### config.mk
export PLATFORM = sky130hd
export DESIGN_NAME = bct_cell
export DESIGN_NICKNAME = d
export VERILOG_FILES = /design/src/hdl/bct_pkg.sv /design/src/hdl/bct_cell.sv
export SDC_FILE = /design/constraint.sdc
export NUM_CORES = 1
export LEC_CHECK = 0
export BUFFER_PORTS_ARGS = -buffer_cell sky130_fd_sc_hd__buf_2
export CAP_MARGIN = 25
export CORE_UTILIZATION = 45
export CTS_CLUSTER_DIAMETER = 40
export DETAILED_ROUTE_END_ITERATION = 8
export GPL_ROUTABILITY_DRIVEN = 0
export HOLD_SLACK_MARGIN = 0.06
export PLACE_DENSITY = 0.72
export SYNTH_ARGS = -nofsm -noshare
export SYNTH_HDL_FRONTEND = slang
export SYNTH_SLANG_ARGS = --single-unit
### constraint.sdc
create_clock -name clk -period 7.3 [get_ports clk]
set_input_delay 0.365 -clock clk [delete_from_list [all_inputs] [get_ports clk]]
set_output_delay 0.365 -clock clk [all_outputs]
set_load 0.02 [all_outputs]
### src/hdl/bct_pkg.sv
// ----------------------------------------------------------------------------
// bct_pkg
// Shared codes, the probe record that walks the cell row, and defaults.
// ----------------------------------------------------------------------------
package bct_pkg;

  localparam int CAPACITY_DEF = 16;

  localparam logic [1:0] OP_RECORD  = 2'd0;
  localparam logic [1:0] OP_PROPOSE = 2'd1;
  localparam logic [1:0] OP_CLEAR   = 2'd2;

  localparam logic [2:0] ST_OK       = 3'd0;
  localparam logic [2:0] ST_INVALID  = 3'd1;
  localparam logic [2:0] ST_MISMATCH = 3'd2;
  localparam logic [2:0] ST_FULL     = 3'd3;
  localparam logic [2:0] ST_NONE     = 3'd4;

  typedef enum logic [1:0] {
    S_IDLE,
    S_SCAN,
    S_DONE
  } fsm_t;

  // Record: fields carry the new candidate, hit marks it written somewhere.
  // Propose: fields carry the best entry so far, hit marks one was found.
  typedef struct packed {
    logic        valid;
    logic        is_prop;
    logic        hit;
    logic        app;
    logic [31:0] id;
    logic [31:0] fit;
    logic [31:0] gen;
    logic [31:0] obj;
    logic [7:0]  fl;
  } probe_t;

endpackage

### src/hdl/bct_cell.sv
// ----------------------------------------------------------------------------
// bct_cell
// One table slot; updates or compares against the probe passing through it.
// ----------------------------------------------------------------------------
module bct_cell #(
  parameter int IDX = 0,
  parameter int CW  = 5
) (
  input  logic            clk,
  input  logic            rst_n,
  input  bct_pkg::probe_t probe_i,
  input  logic [CW-1:0]   held_i,
  input  logic [7:0]      mask_i,
  output bct_pkg::probe_t probe_o
);
  import bct_pkg::*;

  localparam logic [CW-1:0] IDX_C = CW'(IDX);

  logic [31:0] e_id_r;
  logic [31:0] e_fit_r;
  logic [31:0] e_gen_r;
  logic [31:0] e_obj_r;
  logic [7:0]  e_fl_r;
  probe_t      probe_r;
  probe_t      probe_nxt;
  logic        wr;
  logic        occ;
  logic        better;

  assign occ = (IDX_C < held_i);

  always_comb begin
    probe_nxt = probe_i;
    wr        = 1'b0;
    better    = 1'b0;
    if (probe_i.valid && !probe_i.is_prop && !probe_i.hit) begin
      if (occ && (e_id_r == probe_i.id)) begin
        wr            = 1'b1;
        probe_nxt.hit = 1'b1;
      end else if (IDX_C == held_i) begin
        // first free slot: append
        wr            = 1'b1;
        probe_nxt.hit = 1'b1;
        probe_nxt.app = 1'b1;
      end
    end
    if (probe_i.valid && probe_i.is_prop && occ && ((e_fl_r & mask_i) != 8'd0)) begin
      better = !probe_i.hit || (e_fit_r < probe_i.fit) ||
               ((e_fit_r == probe_i.fit) && (e_id_r < probe_i.id));
      if (better) begin
        probe_nxt.hit = 1'b1;
        probe_nxt.id  = e_id_r;
        probe_nxt.fit = e_fit_r;
        probe_nxt.gen = e_gen_r;
        probe_nxt.obj = e_obj_r;
        probe_nxt.fl  = e_fl_r;
      end
    end
  end

  always_ff @(posedge clk) begin
    if (wr) begin
      e_id_r  <= probe_i.id;
      e_fit_r <= probe_i.fit;
      e_gen_r <= probe_i.gen;
      e_obj_r <= probe_i.obj;
      e_fl_r  <= probe_i.fl;
    end
  end

  always_ff @(posedge clk) begin
    if (!rst_n) begin
      probe_r.valid <= 1'b0;
    end else begin
      probe_r <= probe_nxt;
    end
  end

  assign probe_o = probe_r;

endmodule

# After elaboration in Yosys (flattened, before gate mapping)
# Cells that the tools add are included.
dict set report classes {
  n_lt_le_gt_ge 3
  n_eq_ne 2
  muxes 11
  n_bitwise 1
  n_reduce_logical 13
}
# cell count
set ops {}
lappend ops {{two-way mux 136 bit} 2}
lappend ops {{equality test 32 bit} 2}
lappend ops {{less-than comparator 32 bit} 2}
lappend ops {{AND 8 bit} 1}
lappend ops {{nonzero test 8 bit} 1}
lappend ops {{logical AND 1 bit} 7}
lappend ops {{two-way mux 1 bit} 7}
lappend ops {{logical NOT 5 bit} 1}
lappend ops {{less-than comparator 1 x 5 -> 1 bit (first input constant)} 1}
lappend ops {{two-way mux 2 bit} 2}
lappend ops {{logical NOT 1 bit} 2}
lappend ops {{logical OR 1 bit} 2}
dict set report totals {
  reg_bits 276
  in_bits 155
  out_inout_bits 140
}

# Depth between registers and ports, before layout
dict set report depth {
  word_depth 6
  ltp_mapped 12
  depth_no_buf 9
}

# Worst setup path after synthesis
# Ideal clock, no wire load.
dict set report synth_timing {
  path_type {input-to-reg}
  start {in probe_i[133] (netlist bit)}
  end {reg e_fit_r[0] (enable)}
  arrival_time_ps 6921
  required_ps 6666
  path_slack_ps -254
  path_stages 6
  path_buffers 0
  path_cell_list {inv_1 ha_1 nand4_1 nor4_1 a21oi_1 nor2_1}
}
dict set report synth_between {
  elab_chain_cells 4
}
# element line_no
set synth_lines {}
lappend synth_lines {{start, declared} bct_cell.sv:11} ;# input bct_pkg::probe_t probe_i,
lappend synth_lines {{equality test 32 bit} bct_cell.sv:38} ;# if (occ && (e_id_r == probe_i.id)) begin
lappend synth_lines {{logical AND 1 bit} bct_cell.sv:38}
lappend synth_lines {{two-way mux 1 bit} bct_cell.sv:38}
lappend synth_lines {{two-way mux 1 bit} bct_cell.sv:37} ;# if (probe_i.valid && !probe_i.is_prop && !probe_i.hit) begin
lappend synth_lines {{net wr} bct_cell.sv:27} ;# logic wr;
lappend synth_lines {{end signal, assigned} bct_cell.sv:65} ;# e_fit_r <= probe_i.fit;
lappend synth_lines {{end, declared} bct_cell.sv:21} ;# logic [31:0] e_fit_r;
# The timed path passes the listed nets, and every way through them passes these cells.
# A chain may end at the register's enable or synchronous reset.

==> impl_metrics.json <==
{
  "leakage_uw": 0.006787,
  "async_reset_ff_frac": 0,
  "crit_fanout": 90,
  "setup.worst_path.end_class": "flop",
  "slew_headroom": 0.4274,
  "port_buffers": 294,
  "startpoint_type": "input port",
  "fin_skew_ps": 24.61,
  "via_per_inst": 4.945,
  "status": "finished, final reports clean",
  "fin_crit_sh": 0.5236,
  "synth_seq_cells": 276,
  "area_growth_pct": 37.84,
  "nets": 1336,
  "grt_overflow": 0,
  "grtUsageMet2": 0.3345,
  "cts_tree": "built",
  "root_buffer": "clkbuf_16",
  "grt_use_met1": 0.2436,
  "crit_family": "buffers and inverters",
  "start_util": 0.4573,
  "cp.required_ps": 7560,
  "drt_iter0_drc": 410,
  "synth_flop_cell": "edfxtp_1",
  "grt.total_usage": 0.1988,
  "synth_area_leaders": "edfxtp_1 (70%), mux2_2 (9.1%), ha_1 (6.8%)",
  "min-delay-path-class": "input port to flop",
  "num_vias": 7348,
  "rsz0062_at_grt": "false",
  "first_pass_iters": 4,
  "place_inst": 1286,
  "p_per_area_nw_per_um2": 262.5,
  "drc_errors": 0,
  "grt_max_degree": 91,
  "htree_levels": 2,
  "cts_sinks": 276,
  "yosysTopAreaCellShare": 0.6969,
  "synth_top_cell_by_area": "edfxtp_1",
  "min_period_ps": 3822,
  "synth-seq-area-share": 0.6986,
  "finalWirelength_um": 27420,
  "ant_nets": 0,
  "syn_avg_cell_area_um2": 17.79,
  "wire_per_inst_um": 18.45,
  "cts.path.max_buffers": 3,
  "die_h_um": 164.3,
  "fmax_ghz": 0.2616,
  "io_pins": 295,
  "die_x_um": 164.3,
  "fin_cells": 1486,
  "post-cts-setup-buffers": 0,
  "crit_arrival_ps": 4080,
  "synth_common_cells": "edfxtp_1 (275), mux2_2 (96), inv_1 (66), ha_1 (64), mux2_4 (40)",
  "ys_warn_count": 0,
  "tightest_slew_ps": 858.9,
  "setup_tns_ps": 0,
  "path_cells": "dlygate4sd3_1, buf_2, inv_1, ha_1, nand4_1, nand4bb_1, nor2_1, o31a_1, o32ai_1, a21oi_4, buf_12, mux2_2",
  "critical_path_class": "input port to flop",
  "first_global_vias": 7648,
  "top_usage_layer": "met2",
  "rows": 59,
  "dp_hpwl_um": 17250,
  "numCtsBuffers": 42,
  "insertion_delay_ps": 520,
  "final-hold-violation-count": 0,
  "drive_gt1_frac": 0.4435,
  "coreArea_um2": 25910,
  "yosysMostFrequentCell": "edfxtp_1",
  "path_buf_inv": 4,
  "use_met3": 0.04798,
  "syn_area_um2": 11850,
  "maxCapViolCount": 0,
  "antenna_found_initial": 1,
  "clkTransAtPathRegs_ps": 50,
  "synth.net_count": 885,
  "synth_edf_count": 275,
  "setup_viol": 0,
  "vdd_drop_max_v": 0.0002215,
  "dieArea_um2": 26990,
  "critPathSlowestCell": "a21oi_4",
  "synth_cells": 666,
  "fillerInstances": 1861,
  "report.final.slew_viol_count": 0,
  "max_stage_delay_ps": 570,
  "yosysUniqueCellTypes": 37,
  "grt_pass1_wl_um": 40790
}
==> per-layer routing <==
metal | wire [um] | part of all wire | up-vias
li1 | - | - | 3493
met1 | 10950 | 0.40 | 3523
met2 | 13700 | 0.50 | 262
met3 | 1794 | 0.065 | 70
met4 | 975 | 0.036 | 0
met5 | 0 | 0 | -
==> cell families after synthesis <==
kind of cell,count (synthesis),synth area share
DFF,276,0.6986
muxes,136,0.1419
buffers and inverters,81,0.03600
adders and majority gates,64,0.06757
AOI/OAI and AO/OA,55,0.03094
and+or+nand+nor,54,0.02502
==> layout by cell type (no fill, tap or decap), types with 2 or more instances in the layout <==
cell	n
a211oi_1	2
a21boi_0	2
a21o_1	3
a21oi_1	23
a221oi_1	5
a22o_1	2
and4_1	4
buf_2	293
buf_4	4
bufinv_16	6
clkbuf_1	4
clkbuf_16	43
clkinv_1	4
clkinv_2	4
clkinv_4	3
clkinvlp_4	6
dlygate4sd3_1	122
edfxtp_1	275
ha_1	64
inv_1	66
inv_6	5
mux2_2	96
mux2_4	40
nand2_1	12
nand3_1	7
nand4_1	11
nor2_1	7
nor2b_1	3
nor4_1	2
o211ai_1	3
o21ai_0	6
o32ai_1	2
or3_1	2
==> worst register-to-register path: stages (launching register included) <==
cell and delay (ps):
edfxtp_1 410, ha_1 330, nand4_1 240, nand4bb_1 320, nor2_1 190, o31a_1 210, o32ai_1 150, a21oi_4 570
buf_12 450, mux2_2 590
==> where the power goes <==
| group | leakage [uW] | switching, uW | internal (uW) |
|---|---|---|---|
| combinational | 0.00351 | 218 | 200 |
| clock | 0.000690 | 727 | 1310 |
| sequential | 0.00259 | 15.5 | 1820 |
| total | 0.00679 | 961 | 3330 |
==> sequential cells by signal, summed over array words and instances, names as in the netlist <==
name     flops
e_fit_r     32
e_obj_r     32
e_gen_r     32
probe_o    140
e_fl_r       8
e_id_r      32
==> final cells by class <==
type | instances | area, um^2 | area share
Multi-Input combinational cell | 309 | 3164 | 0.1937
Timing Repair Buffer | 422 | 2776 | 0.1700
Clock buffer | 48 | 1105 | 0.06764
Tap cell | 335 | 419.2 | 0.02566
Clock inverter | 29 | 341.6 | 0.02091
Sequential cell | 276 | 8278 | 0.5068
Inverter | 66 | 247.7 | 0.01517
Antenna cell | 1 | 2.502 | 0.0001532
==> through the flow <==
stage	hold slack (ps)	cell area, um^2	worst slack, ps	power (uW)	utilization
after floorplan	463.9	11850	2041	2083	-
after global placement	526.7	13640	3418	2216	0.5263
after detailed placement	533.4	13660	3429	2225	0.5274
after CTS	60.30	16320	3461	4323	0.6299
after global routing	60.82	16330	3268	4425	0.6304
final	80.16	16330	3478	4287	0.6304
==> timing repair <==
item	4_1_cts	5_1_grt
endpoints found under the setup margin	0	0
resized for setup	0	0
endpoints found under the hold margin	121	1
hold buffers	121	1
==> final timing paths <==
path                         start               endpoint  slack, ps  depth (start not counted)
min                    probe_i[93]  e_fit_r[21]$_DFFE_PP_         80                          1
max                   probe_i[101]  probe_o[59]$_DFFE_PP_       3480                         12
max reg2reg  e_fit_r[29]$_DFFE_PP_  probe_o[59]$_DFFE_PP_       3580                          9
min reg2reg   e_gen_r[3]$_DFFE_PP_  probe_o[43]$_DFFE_PP_        550                          1
(Power assumes the default switching activity.)
